**config.mk**
```make
export PLATFORM = sky130hd
export DESIGN_NAME = rrpf_cell
export DESIGN_NICKNAME = d
export VERILOG_FILES = /design/src/rtl/core/rrpf_pkg.sv /design/src/rtl/core/rrpf_cell.sv
export SDC_FILE = /design/constraint.sdc
export NUM_CORES = 1
export LEC_CHECK = 0
export BUFFER_PORTS_ARGS = -buffer_cell sky130_fd_sc_hd__buf_4
export CORE_MARGIN = 2
export CORE_UTILIZATION = 35
export CTS_CLUSTER_DIAMETER = 200
export CTS_CLUSTER_SIZE = 8
export DETAILED_ROUTE_END_ITERATION = 8
export RECOVER_POWER = 50
export SYNTH_ARGS = -nofsm -noshare
export SYNTH_HDL_FRONTEND = slang
export SYNTH_SLANG_ARGS = --single-unit
```
**constraint.sdc**
```tcl
create_clock -name i_clk -period 15.25 [get_ports i_clk]
set_input_delay 3.05 -clock i_clk [delete_from_list [all_inputs] [get_ports i_clk]]
set_output_delay 3.05 -clock i_clk [all_outputs]
set_load 0.01 [all_outputs]
```
**src/rtl/core/rrpf_pkg.sv**
```systemverilog
// rrpf_pkg: beat types, codes and helpers for the range rule packet filter
// no dependencies
package rrpf_pkg;

    localparam logic [1:0] OP_ADD = 2'd0;
    localparam logic [1:0] OP_DEL = 2'd1;
    localparam logic [1:0] OP_CHK = 2'd2;

    localparam logic [2:0] ST_ADDED    = 3'd0;
    localparam logic [2:0] ST_INVALID  = 3'd1;
    localparam logic [2:0] ST_FULL     = 3'd2;
    localparam logic [2:0] ST_DELETED  = 3'd3;
    localparam logic [2:0] ST_NOTFOUND = 3'd4;
    localparam logic [2:0] ST_ACCEPT   = 3'd5;
    localparam logic [2:0] ST_REJECT   = 3'd6;
    localparam logic [2:0] ST_ILLEGAL  = 3'd7;

    localparam logic [15:0] PORT_TOP = 16'hFFFF;

    typedef struct packed {
        logic [1:0]  operation;
        logic [31:0] range_lo_addr;
        logic [31:0] range_hi_addr;
        logic [15:0] range_lo_port;
        logic [15:0] range_hi_port;
        logic [31:0] probe_addr;
        logic [15:0] probe_port;
    } t_in_beat;

    typedef struct packed {
        logic [2:0] status;
        logic       hit;
        logic [5:0] hit_index;
    } t_out_beat;

    typedef struct packed {
        logic [31:0] addr_lo;
        logic [31:0] addr_hi;
        logic [15:0] port_lo;
        logic [15:0] port_hi;
    } t_rule;

    // broadcast controls from the sequencer to every cell
    typedef struct packed {
        logic add_en;
        logic shift_en;
        logic del_mode;
    } t_cell_ctl;

    function automatic logic bad_ports(input logic [15:0] plo, input logic [15:0] phi);
        return (plo == 16'd0) || (phi == PORT_TOP) || (plo > phi);
    endfunction

endpackage

```
**src/rtl/core/rrpf_cell.sv**
```systemverilog
// rrpf_cell: one rule slot of the filter chain with its stage of the first-match wave
// depends on rrpf_pkg
module rrpf_cell #(
    parameter int IDX = 0,
    parameter int IW  = 6,
    parameter int CW  = 7
) (
    input  logic               i_clk,
    input  logic               i_rst_n,
    input  rrpf_pkg::t_cell_ctl i_ctl,
    input  rrpf_pkg::t_rule    i_cmd_rule,
    input  logic [31:0]        i_probe_addr,
    input  logic [15:0]        i_probe_port,
    input  logic [CW-1:0]      i_count,
    input  logic [IW-1:0]      i_del_idx,
    input  rrpf_pkg::t_rule    i_next_rule,
    input  logic               i_prev_found,
    input  logic [IW-1:0]      i_prev_idx,
    output rrpf_pkg::t_rule    o_rule,
    output logic               o_found,
    output logic [IW-1:0]      o_idx
);

    rrpf_pkg::t_rule r_rule;
    rrpf_pkg::t_rule n_rule;
    logic            r_found;
    logic            n_found;
    logic [IW-1:0]   r_idx;
    logic [IW-1:0]   n_idx;
    logic            live;
    logic            hit_range;
    logic            hit_exact;
    logic            match;

    assign live = CW'(IDX) < i_count;

    assign hit_range = (i_probe_addr >= r_rule.addr_lo) && (i_probe_addr <= r_rule.addr_hi) &&
                       (i_probe_port >= r_rule.port_lo) && (i_probe_port <= r_rule.port_hi);
    assign hit_exact = (r_rule == i_cmd_rule);
    assign match     = live && (i_ctl.del_mode ? hit_exact : hit_range);

    always_comb begin
        n_rule = r_rule;
        if (i_ctl.add_en && (i_count == CW'(IDX))) begin
            n_rule = i_cmd_rule;
        end else if (i_ctl.shift_en && (IW'(IDX) >= i_del_idx)) begin
            n_rule = i_next_rule;
        end
    end

    // wave: pass an earlier hit along, else claim this slot
    always_comb begin
        if (i_prev_found) begin
            n_found = 1'b1;
            n_idx   = i_prev_idx;
        end else if (match) begin
            n_found = 1'b1;
            n_idx   = IW'(IDX);
        end else begin
            n_found = 1'b0;
            n_idx   = '0;
        end
    end

    always_ff @(posedge i_clk) begin
        r_rule <= n_rule;
        r_idx  <= n_idx;
        if (!i_rst_n) begin
            r_found <= 1'b0;
        end else begin
            r_found <= n_found;
        end
    end

    assign o_rule  = r_rule;
    assign o_found = r_found;
    assign o_idx   = r_idx;

endmodule

```
# --- Word level (Yosys, flattened, before mapping) ---
# Cells that the tools add are included.
totals:
  word_cells: 26
  ff_bits: 103
  out_inout_bits: 103
  in_bits: 265
op_classes:
  magnitude_cmp: 6
  eq_ne: 1
  reduce_logical: 8
  mux: 5
ops:
  columns: ["op", "count"]
  rows:
  - ["$mux W96", 2]
  - ["$eq A96 B96 Y1", 1]
  - ["$ge A32 B32 Y1", 1]
  - ["$le A32 B32 Y1", 1]
  - ["$ge A16 B16 Y1", 1]
  - ["$le A16 B16 Y1", 1]
  - ["$logic_not A7 Y1", 1]
  - ["$lt A1 B7 Y1 const A", 1]
  - ["$ge A1 B6 Y1 const A", 1]
  - ["$logic_and A1 B1 Y1", 6]
  - ["$mux W1", 3]
  - ["$reduce_bool A2 Y1", 1]

# --- Depth between registers and ports, before layout ---
# Gate-level depths: netlist of the first run.
depth:
  ltp_word: 8
  ltp_mapped: 9
  depth_no_buf: 9

# --- Worst setup path after synthesis of the first run ---
# Ideal clock, no wire load.
synth_path:
  path_type: "input port to flip-flop"
  startpoint: "in i_del_idx[3]"
  endpoint: "reg r_rule, in the netlist o_rule[0], enable pin"
  arrival_time_ns: 13.378
  n_path_buf: 0
  cell_stages: 2
  setup_slack_ns: 1.058
  setup_ns: 0.814
  required_time_ns: 14.436
  cell_sequence: "or4b_2 > o41ai_1"
synth_via:
  elab_chain_cells: 3
synth_lines:
  columns: ["item", "line", "text"]
  rows:
  - ["from (decl)", "rrpf_cell.sv:15", "input logic [IW-1:0] i_del_idx,"]
  - ["$ge A1 B6 Y1", "rrpf_cell.sv:46", "end else if (i_ctl.shift_en && (IW'(IDX) >= i_del_idx)) begin"]
  - ["$logic_and A1 B1 Y1", "rrpf_cell.sv:46", null]
  - ["$reduce_bool A2 Y1 (no line)", null, null]
  - ["to (signal assigned)", "rrpf_cell.sv:66", "r_rule <= n_rule;"]
  - ["to (decl)", "rrpf_cell.sv:24", "rrpf_pkg::t_rule r_rule;"]
# No other way between the ends.
# A chain may end at the register's enable or synchronous reset.

# --- Final worst setup path of the first run ---
layout_path:
  startpoint: "in i_count[5]"
  endpoint: "reg r_rule, in the netlist o_rule[88], enable pin"
layout_via:
  elab_chain_cells: 3
layout_lines:
  columns: ["item", "line", "text"]
  rows:
  - ["from (decl)", "rrpf_cell.sv:14", "input logic [CW-1:0] i_count,"]
  - ["$logic_not A7 Y1", "rrpf_cell.sv:44", "if (i_ctl.add_en && (i_count == CW'(IDX))) begin"]
  - ["$logic_and A1 B1 Y1", "rrpf_cell.sv:44", null]
  - ["$reduce_bool A2 Y1 (no line)", null, null]
# No other way between the ends.

==> run metrics, run 1 <==
most common library cell in the layout ignoring fill and taps=sky130_fd_sc_hd__buf_4; HPWL after DPL=23,870 um; Total Routed Length=28,320 um; power share of the combinational group=19.7%; CTS-repair resized insts=0; length of the first detailed-routing pass in iterations=5; highest-count cells in the layout ignoring fill and taps=sky130_fd_sc_hd__buf_4 (263), sky130_fd_sc_hd__clkbuf_1 (108), sky130_fd_sc_hd__inv_1 (99); fin crit share=54.80%; RePlAce Congestion=0.8761; leakage power summed over all cells=4.789 nW; maximum clock path buffer count=2; final count of hold timing violations=0; startpoint of the most critical register-to-register path=o_rule[59]; overall power=0.6716 mW; starting density of the core=35.60%; GRT Resource Usage Total=23.72%; net count of the finished layout=between 1,000 and 1,500; violation count after the first detailed-routing iteration=around 260; power density relative to cell area=63.28 nW/um2; Tightest Pin Transition=~2.2 ns; number of top-level design ports=368; switching power of the nets=0.1711 mW; net switching share of the total power=25.47%; Pins Over Slew Limit=82; Reg-to-Reg End=o_found; crit path cell chain=clkbuf_4 -> or4_1 -> nor4_1 -> nand2_1 -> o41ai_2 -> clkbuf_1 -> buf_4; Setup crit end=o_rule[88]; vias in the first global route=between 6,000 and 7,000; maxcap violations=2; layout-stage area growth over the synthesis result=37.04%; number of fill cells in the layout=2,156; RSZ-0062 raised after global routing=no; cell chosen for the clock root=sky130_fd_sc_hd__clkbuf_16; y dimension of the die=152.8 um; area used by multi-input combinational logic=about 4200 um2; #FFs+latches synth=103; post-synthesis instance area=a little under 8000 um2; row count=54; Via Count=approximately 6,600; antenna violation net count after detailed routing=0; cell count after synthesis=685; Worst-Skew Late Latency=0.36 ns; crit start category=input port; required arrival time at the worst endpoint=15.23 ns; wire length of the first global-routing pass=between 40,000 and 50,000 um; worst-case setup margin in the final layout=6.893 ns; Die Footprint=23,330 um2; count of cell types in the netlist=40; Storage cell area=around 3000 um2; reg-to-reg slack, setup=roughly 12 ns; sort of element at the end of the critical path=flop; number of I/O port buffers=between 300 and 400; number of buffers added by the clock tree synthesis step=9; H-tree Lvls=3; nets in the synthesized netlist=1,046; largest net degree at the start of global routing=61; cell-internal power=0.5005 mW; share of power burned in the clock network=33.3%; wire length per cell after detailed routing=roughly 21 um; upper clock frequency limit=0.1197 GHz; flip-flop cell with the highest count after synthesis=sky130_fd_sc_hd__edfxtp_1; clk sink count=103; failing checks=max-capacitance violations, max-slew violations; standard cell with the maximum stage delay on the critical path=sky130_fd_sc_hd__clkbuf_1; # hold bufs at CTS=0; ratio of cells with drive above 1 in the final layout=34.12%; Worst Path Arrival=8.34 ns; antenna violations before repair=0; critical path fanouts, max=60; HP Class=flop to flop; Die Span X=around 150 um; final critical delay including setup and external delays=~8.4 ns; maximum vdd drop=0.04330 mV; antenna cells=0; area of the core=~22,000 um2; setup slack at placement=~9 ns; number of warning messages in the yosys log=0; Post-synth EDFFs=96; reg2reg path depth=9; outcome=complete, but fails checks; average cell area after synthesis=between 10 and 15 um2; accumulated negative setup slack=0 ns; tightest slew margin relative to the limit=-47.94%; count of buffers added by post-CTS timing repair for setup=0; total setup violations reported at the end of the flow=0; critical path type=input port to flop; clock input transition at the sequential cells of the worst setup and hold paths=0.07 ns; launch point of the worst path=i_count[5]; sequential area share after synthesis=39.03%; Sequential Power Share=between 40% and 50%; Congestion Overflow GR=0; largest stage delay on the critical path=1.61 ns; DRC viols=0; clock tree from TritonCTS=built; Layout Skew=between 0.006 and 0.007 ns; Async SR Flop Fraction=0%; vias per inst=around 4.9
how the worst min path moves through the flow:
stage	from	endpoint	slack (ns)	depth (start not counted)
2_1_floorplan	o_rule[74]	o_found	0.84	5
4_1_cts	o_rule[66]	o_found	0.90	5
6_report	o_rule[66]	o_found	0.90	5
5_1_grt	o_rule[66]	o_found	1.04	5
3_5_place_dp	o_rule[66]	o_found	0.89	5
3_3_place_gp	o_rule[66]	o_found	0.88	5
sequential cells by signal, summed over array words and instances, names as in the netlist:
name	flops
o_rule	96
o_idx	6
o_found	1
power by group through the flow:
| stage | Combinational [mW] | Sequential [mW] | Clock [mW] |
|---|---|---|---|
| detailed placement | 0.137 | 0.322 | 0 |
| CTS | 0.138 | 0.316 | 0.231 |
| global placement | 0.136 | 0.322 | 0 |
| floorplan | 0.0504 | 0.323 | 0 |
| finish | 0.132 | 0.316 | 0.224 |
| global route | 0.145 | 0.316 | 0.240 |
critical path: cells and delay by family:
family / cells / cell delay, ns
compound gates: 1 / 0.26
simple gates: 3 / 2.29
buf+inv: 3 / 2.60
layer usage:
metal | share of wire, % | up-vias | GRT usage (%)
met5 | 0 | - | 0
met3 | 6.6 | 22 | 5.205
met1 | 41 | 3092 | 28.49
met4 | 1.9 | 0 | 7.055
li1 | - | 3240 | -
met2 | 51 | 237 | 42.43
logic make-up (layout without fill, tap and decap cells):
family / Yosys count / after routing / share of synthesized area (%)
compound gates: 82 / 82 / 6.705
fa+ha+maj: 96 / 96 / 15.51
buf+inv: 109 / 485 / 5.687
xor+xnor: 94 / 94 / 10.63
simple gates: 106 / 106 / 7.803
flops: 103 / 103 / 39.03
mux: 95 / 95 / 14.64
synth_stat cells, types with 5 or more instances:
cell | count | area (um2)
sky130_fd_sc_hd__o211ai_1 | 5 | 37.54
sky130_fd_sc_hd__mux2_4 | 17 | 255.2
sky130_fd_sc_hd__and2_1 | 6 | 37.54
sky130_fd_sc_hd__a21oi_1 | 31 | 155.2
sky130_fd_sc_hd__nor2_1 | 10 | 37.54
sky130_fd_sc_hd__o21ai_0 | 14 | 70.07
sky130_fd_sc_hd__nor4_1 | 19 | 118.9
sky130_fd_sc_hd__xor2_1 | 53 | 464.2
sky130_fd_sc_hd__mux2_2 | 78 | 878.3
sky130_fd_sc_hd__nand3_1 | 9 | 45.04
sky130_fd_sc_hd__inv_1 | 99 | 371.6
sky130_fd_sc_hd__edfxtp_1 | 96 | 2883
sky130_fd_sc_hd__dfxtp_1 | 7 | 140.1
sky130_fd_sc_hd__a21o_1 | 12 | 90.09
sky130_fd_sc_hd__nand2_1 | 17 | 63.81
sky130_fd_sc_hd__nor3_1 | 6 | 30.03
sky130_fd_sc_hd__ha_1 | 96 | 1201
sky130_fd_sc_hd__xnor2_1 | 41 | 359.1
sky130_fd_sc_hd__nand4_1 | 30 | 187.7
sky130_fd_sc_hd__buf_2 | 7 | 35.03
per-stage QoR:
step / area [um2] / hold slack (ns) / std cells / util (%)
3_3_place_gp: 10820 / 0.8781 / 1325 / 49.72
5_1_grt: 10610 / 1.037 / 1341 / 48.79
2_1_floorplan: 7745 / 0.8391 / 685 / -
4_1_cts: 11080 / 0.9034 / 1341 / 50.94
6_report: 10610 / 0.9041 / 1341 / 48.79
3_5_place_dp: 10820 / 0.8950 / 1325 / 49.72
layout make-up:
| cell class | instances | area share (%) |
|---|---|---|
| multi-input cells | 473 | 39.79 |
| flip-flops and latches | 103 | 28.48 |
| repair buffers | 370 | 22.42 |
| inverters | 99 | 3.501 |
| well taps | 280 | 3.301 |
| clock buffers | 11 | 2.193 |
| clock inverters | 5 | 0.3183 |
Power figures use the tool's default switching activity.
==> run 2: changes to the inputs <==
Settings changed: ABC_AREA set to 1.
Clock period 15.25 ns to 8.8 ns, I/O delays scaled along.
==> run metrics, run 2 <==
total placed instance area=11,200 um2; vias in the first global route=about 8,000; count of cell types in the netlist=23; critical path type=input port to flop; fin crit share=72.78%; sequential area share after synthesis=36.98%; length of the first detailed-routing pass in iterations=5; maximum vdd drop=0.07245 mV; Pins Over Slew Limit=61; antenna violations before repair=1; Die Footprint=roughly 25,000 um2; maximum clock path buffer count=2; cell count after synthesis=1,034; # hold bufs at CTS=0; #FFs+latches synth=between 100 and 150; wire length per cell after detailed routing=17.03 um; ratio of cells with drive above 1 in the final layout=20.35%; outcome=complete, but fails checks; uppermost layer routed=met4; post-synthesis instance area=8175 um2; total setup violations reported at the end of the flow=0; Async SR Flop Fraction=0%; Via Count=between 8,000 and 9,000; CTS-repair resized insts=0; Die Span X=around 160 um; final std cell area, no fill=between 10,000 and 15,000 um2; max reg flops=96; average cell area after synthesis=7.907 um2; HP Class=flop to flop; sort of element at the end of the critical path=flop; Synth top cells by count=sky130_fd_sc_hd__nand2_1 (321), sky130_fd_sc_hd__inv_1 (130), sky130_fd_sc_hd__nand3_1 (101); cell with the most instances after synthesis=sky130_fd_sc_hd__nand2_1; highest-count cells in the layout ignoring fill and taps=sky130_fd_sc_hd__nand2_1 (320), sky130_fd_sc_hd__buf_4 (266), sky130_fd_sc_hd__inv_1 (130); largest net degree at the start of global routing=just over 100; antenna violation net count after detailed routing=0; clock input transition at the sequential cells of the worst setup and hold paths=0.07 ns; violation count after the first detailed-routing iteration=445; GRT Resource Usage Total=a little under a quarter; Total Routed Length=29,040 um; layout-stage area growth over the synthesis result=35.98%; area of the core=22,780 um2; vias per inst=4.731; RePlAce Congestion=0.8775; Worst Path Arrival=6.38 ns; leakage power summed over all cells=5.521 nW; wire length of the first global-routing pass=around 43,000 um; tightest slew margin relative to the limit=-97.06%; largest cells by area after synthesis=sky130_fd_sc_hd__edfxtp_1 (35%), sky130_fd_sc_hd__nand2_1 (15%), sky130_fd_sc_hd__ha_1 (15%), sky130_fd_sc_hd__nand3_1 (6.2%), sky130_fd_sc_hd__inv_1 (6.0%); H-tree Lvls=3; number of top-level design ports=368; number of I/O port buffers=between 300 and 400; routed length on met1=11,710 um; Worst-Skew Late Latency=0.36 ns; crit start category=input port; crit path cell chain=clkbuf_1 -> or4_1 -> nor4_1 -> clkbuf_1 -> nand2_4 -> nand2_4 -> buf_4; top cell type's share of synthesized area=35.26%; count of buffers added by post-CTS timing repair for setup=0; Tightest Pin Transition=2.956 ns; reg-to-reg slack, setup=6.62 ns; cell family contributing the most delay on the critical path=buffers and inverters; Buffers & Inverters on Critical Path=3; nets in the synthesized netlist=1,395; number of buffers added by the clock tree synthesis step=9; most common library cell in the layout ignoring fill and taps=sky130_fd_sc_hd__nand2_1; flip-flop cell with the highest count after synthesis=sky130_fd_sc_hd__edfxtp_1; wire length on met3=2467 um; row count=55; maxcap violations=1; RSZ-0062 raised after global routing=no; number of fill cells in the layout=2,324; upper clock frequency limit=around 0.16 GHz; Post-synth EDFFs=96; largest stage delay on the critical path=roughly 2.1 ns; starting density of the core=35.89%; HPWL after DPL=23,470 um; DRC viols=0; Synth area leader=sky130_fd_sc_hd__edfxtp_1; clk sink count=between 100 and 150; met2 wirelength from detailed routing=14,220 um; critical path fanouts, max=63; accumulated negative setup slack=0 ns; required arrival time at the worst endpoint=8.78 ns; net count of the finished layout=1,747; failing checks=max-capacitance violations, max-slew violations; final count of hold timing violations=0; power density relative to cell area=109.7 nW/um2; Congestion Overflow GR=0; final critical delay including setup and external delays=6.404 ns; Layout Skew=0.008368 ns; cell chosen for the clock root=sky130_fd_sc_hd__clkbuf_16; standard cell with the maximum stage delay on the critical path=sky130_fd_sc_hd__clkbuf_1; y dimension of the die=~160 um; number of warning messages in the yosys log=0; clock tree from TritonCTS=built
run 2: cell types whose count changed in the layout (fill, tap and decap cells not counted), moves of 17 or more:
cell,before,now
sky130_fd_sc_hd__xor2_1,53,34
sky130_fd_sc_hd__nor4_1,20,3
sky130_fd_sc_hd__nor2_1,10,62
sky130_fd_sc_hd__mux2_2,78,0
sky130_fd_sc_hd__nand3_1,9,101
sky130_fd_sc_hd__a21oi_1,31,50
sky130_fd_sc_hd__nand2_1,18,320
sky130_fd_sc_hd__inv_1,99,130
run 2: power by group:
part           leakage, nW  switching, mW  internal [mW]
registers            0.922        0.00537          0.541
logic                 4.44          0.110          0.128
clock network        0.160          0.191          0.244
run 2: tightest hold or removal path: stages, from the launching register on:
cell,delay (ns)
sky130_fd_sc_hd__edfxtp_1,0.39
sky130_fd_sc_hd__xnor2_1,0.08
sky130_fd_sc_hd__nand3_1,0.07
sky130_fd_sc_hd__nor2_1,0.04
sky130_fd_sc_hd__nand2_1,0.05
sky130_fd_sc_hd__nor2_1,0.05
sky130_fd_sc_hd__nand3_1,0.07
sky130_fd_sc_hd__a21oi_1,0.07
sky130_fd_sc_hd__nand2_1,0.09
sky130_fd_sc_hd__a21oi_1,0.06
run 2: layer usage:
layer  global-route usage (%)  vias to the layer above
met5                        0                        -
met4                    6.728                        0
met3                    5.345                       36
met2                    41.04                      347
met1                    27.48                     3605
li1                         -                     4078
run 2: layout make-up:
type,instances,area [um2],area share (%)
multi-input cells,770,4496,40.44
flip-flops and latches,103,3023,27.19
repair buffers,372,2395,21.54
inverters,130,488.0,4.389
well taps,313,391.6,3.523
clock buffers,14,306.5,2.757
clock inverters,2,15.01,0.1351
diodes,1,2.502,0.02251
run 2: path summary, 6_finish.rpt:
| path | start | endpoint | depth (start not counted) |
|---|---|---|---|
| worst max-delay path | i_count[1] | o_rule[66] | 7 |
| worst min-delay path | o_rule[72] | o_found | 9 |
| worst max register to register | o_rule[42] | o_found | 10 |
| worst min register to register | o_rule[72] | o_found | 9 |
run 2: per-stage QoR:
step	util, %	hold slack, ns	power (mW)	worst slack (ns)	std cells
floorplan	-	0.8954	0.6562	3.328	1034
global placement	49.16	1.014	0.7981	3.795	1688
detailed placement	49.16	1.038	0.8018	3.708	1688
CTS	50.57	1.043	1.240	4.085	1704
global route	48.81	1.115	1.278	2.055	1705
finish	48.81	1.009	1.220	2.396	1705
run 2: cell families (layout without fill, tap and decap cells):
kind of cell | count (synthesis) | in the layout | share of synthesized area, %
other | 0 | 1 | 0
buffers and inverters | 161 | 518 | 8.188
AO/OA/AOI/OAI | 77 | 77 | 5.020
XOR/XNOR | 89 | 89 | 9.535
AND/OR/NAND/NOR | 508 | 508 | 25.59
flip-flops | 103 | 103 | 36.98
adder cells (fa/ha/maj) | 96 | 96 | 14.69
==> run 3: changes to the inputs <==
Settings changed: ABC_AREA 1 to 0, PLACE_DENSITY set to 0.66.
Clock period 8.8 ns to 5.2 ns, I/O delays scaled along.
==> run metrics, run 3 (same netlist as run 1, synthesis figures left out) <==
area of the core=~22,000 um2; largest stage delay on the critical path=0.60 ns; reg-to-reg slack, setup=2.61 ns; Total Routed Length=between 20,000 and 30,000 um; RePlAce Congestion=just over 0.9; Pins Over Slew Limit=0; Final Util=49.09%; starting density of the core=35.60%; upper clock frequency limit=0.2674 GHz; outcome=completed; sort of element at the end of the critical path=flop; highest-count cells in the layout ignoring fill and taps=sky130_fd_sc_hd__buf_4 (263), sky130_fd_sc_hd__clkbuf_1 (106), sky130_fd_sc_hd__inv_1 (99); Worst-Skew Late Latency=0.35 ns; most common library cell in the layout ignoring fill and taps=sky130_fd_sc_hd__buf_4; Congestion Overflow GR=0; tightest slew margin relative to the limit=43.43%; total placed instance area=approximately 11,000 um2; Worst Path Arrival=between 3 and 4 ns; wire length per cell after detailed routing=21.06 um; CTS-repair resized insts=0; Tightest Pin Transition=0.8486 ns; ratio of cells with drive above 1 in the final layout=35.09%; number of I/O port buffers=367; wire length of the first global-routing pass=41,210 um; Die Footprint=23,330 um2; HPWL after DPL=23,860 um; layout-stage area growth over the synthesis result=37.88%; Via Count=6,608; clock input transition at the sequential cells of the worst setup and hold paths=0.07 ns; crit start category=input port; number of buffers added by the clock tree synthesis step=9; DRC viols=0; startpoint of the most critical register-to-register path=o_rule[59]; worst-case setup margin in the final layout=1.460 ns; maximum vdd drop=0.1561 mV; Hold Startpoint=i_prev_idx[5]; clk sink count=103; largest net degree at the start of global routing=97; Layout Skew=0.007765 ns; antenna cells=0; row count=54; Buffers & Inverters on Critical Path=2; maximum clock path buffer count=2; reg2reg path depth=9; terminating pin of the worst hold path=o_idx[5]; length of the first detailed-routing pass in iterations=4; vias in the first global route=6,962; GRT Resource Usage Total=23.54%; net count of the finished layout=1,416; count of buffers added by post-CTS timing repair for setup=0; critical path type=input port to flop; violation count after the first detailed-routing iteration=281; critical path fanouts, max=59; power density relative to cell area=184.6 nW/um2; antenna violations before repair=0; standard cell with the maximum stage delay on the critical path=sky130_fd_sc_hd__nand2_4; Die Span X=152.8 um; max reg flops=between 90 and 100; cell family contributing the most delay on the critical path=simple AND/OR/NAND/NOR gates; H-tree Lvls=3; number of top-level design ports=~370; setup slack at placement=around 1.5 ns; antenna violation net count after detailed routing=0; worst hold path stage count=2; Reg-to-Reg End=o_found; cell chosen for the clock root=sky130_fd_sc_hd__clkbuf_16; final std cell area, no fill=10,680 um2; maxcap violations=0; launch point of the worst path=i_count[5]; clock tree from TritonCTS=built; accumulated negative setup slack=0 ns; overall power=1.971 mW; HP Class=input port to flop; y dimension of the die=152.8 um; number of fill cells in the layout=2,101; final critical delay including setup and external delays=3.740 ns; final count of hold timing violations=0; RSZ-0062 raised after global routing=no; leakage power summed over all cells=about 4.9 nW; vias per inst=4.931; fin crit share=71.93%; # hold bufs at CTS=0; crit path cell chain=clkbuf_4 -> or4_1 -> nor4_1 -> nand2_4 -> buf_4 -> mux2_4; required arrival time at the worst endpoint=around 5.3 ns; total setup violations reported at the end of the flow=0
run 3: how the worst max path moves through the flow:
stage	to	slack, ns	cells after the start
final	o_rule[84]	1.46	6
after global routing	o_rule[84]	1.33	6
after CTS	o_rule[84]	1.86	6
after detailed placement	o_rule[85]	1.49	6
after global placement	o_rule[86]	1.52	6
after floorplan	o_rule[0]	-0.03	2
run 3: through the flow:
step / std cells / hold WS (ns)
after floorplan: 685 / 0.8391
after global placement: 1324 / 0.9082
after detailed placement: 1324 / 0.9220
after CTS: 1340 / 0.8789
after global routing: 1340 / 0.8823
final: 1340 / 0.8960
run 3: power by group:
part	total [mW]	leakage [nW]	internal (mW)	switching, mW
Clock	0.654	0.128	0.327	0.328
Sequential	0.925	0.923	0.916	0.00881
Combinational	0.393	3.81	0.229	0.164
Total	1.97	4.86	1.47	0.500
run 3: layout make-up:
type,instances,area [um2],area share [%]
Tap cell,280,350.3,3.281
Multi-Input combinational cell,473,4275,40.04
Timing Repair Buffer,369,2392,22.40
Inverter,99,371.6,3.480
Clock buffer,11,232.7,2.179
Sequential cell,103,3023,28.31
Clock inverter,5,33.78,0.3163
run 3: routing by layer:
layer  vias to the layer above  wire, um  track usage (%)
li1                       3239         -                -
met1                      3059     11700            28.48
met2                       282     14240            42.13
met3                        28      1755            5.461
met4                         0       538            5.996
met5                         -         0                0
run 3: worst register-to-register path, cell delays in order, from the launching register on:
cell and delay, ns:
sky130_fd_sc_hd__edfxtp_1 0.43, sky130_fd_sc_hd__inv_1 0.13, sky130_fd_sc_hd__ha_1 0.25, sky130_fd_sc_hd__and2_0 0.16, sky130_fd_sc_hd__a221o_1 0.29, sky130_fd_sc_hd__a221oi_1 0.37
sky130_fd_sc_hd__o21ai_0 0.25, sky130_fd_sc_hd__o22ai_1 0.22, sky130_fd_sc_hd__o211ai_1 0.14, sky130_fd_sc_hd__a221oi_1 0.26
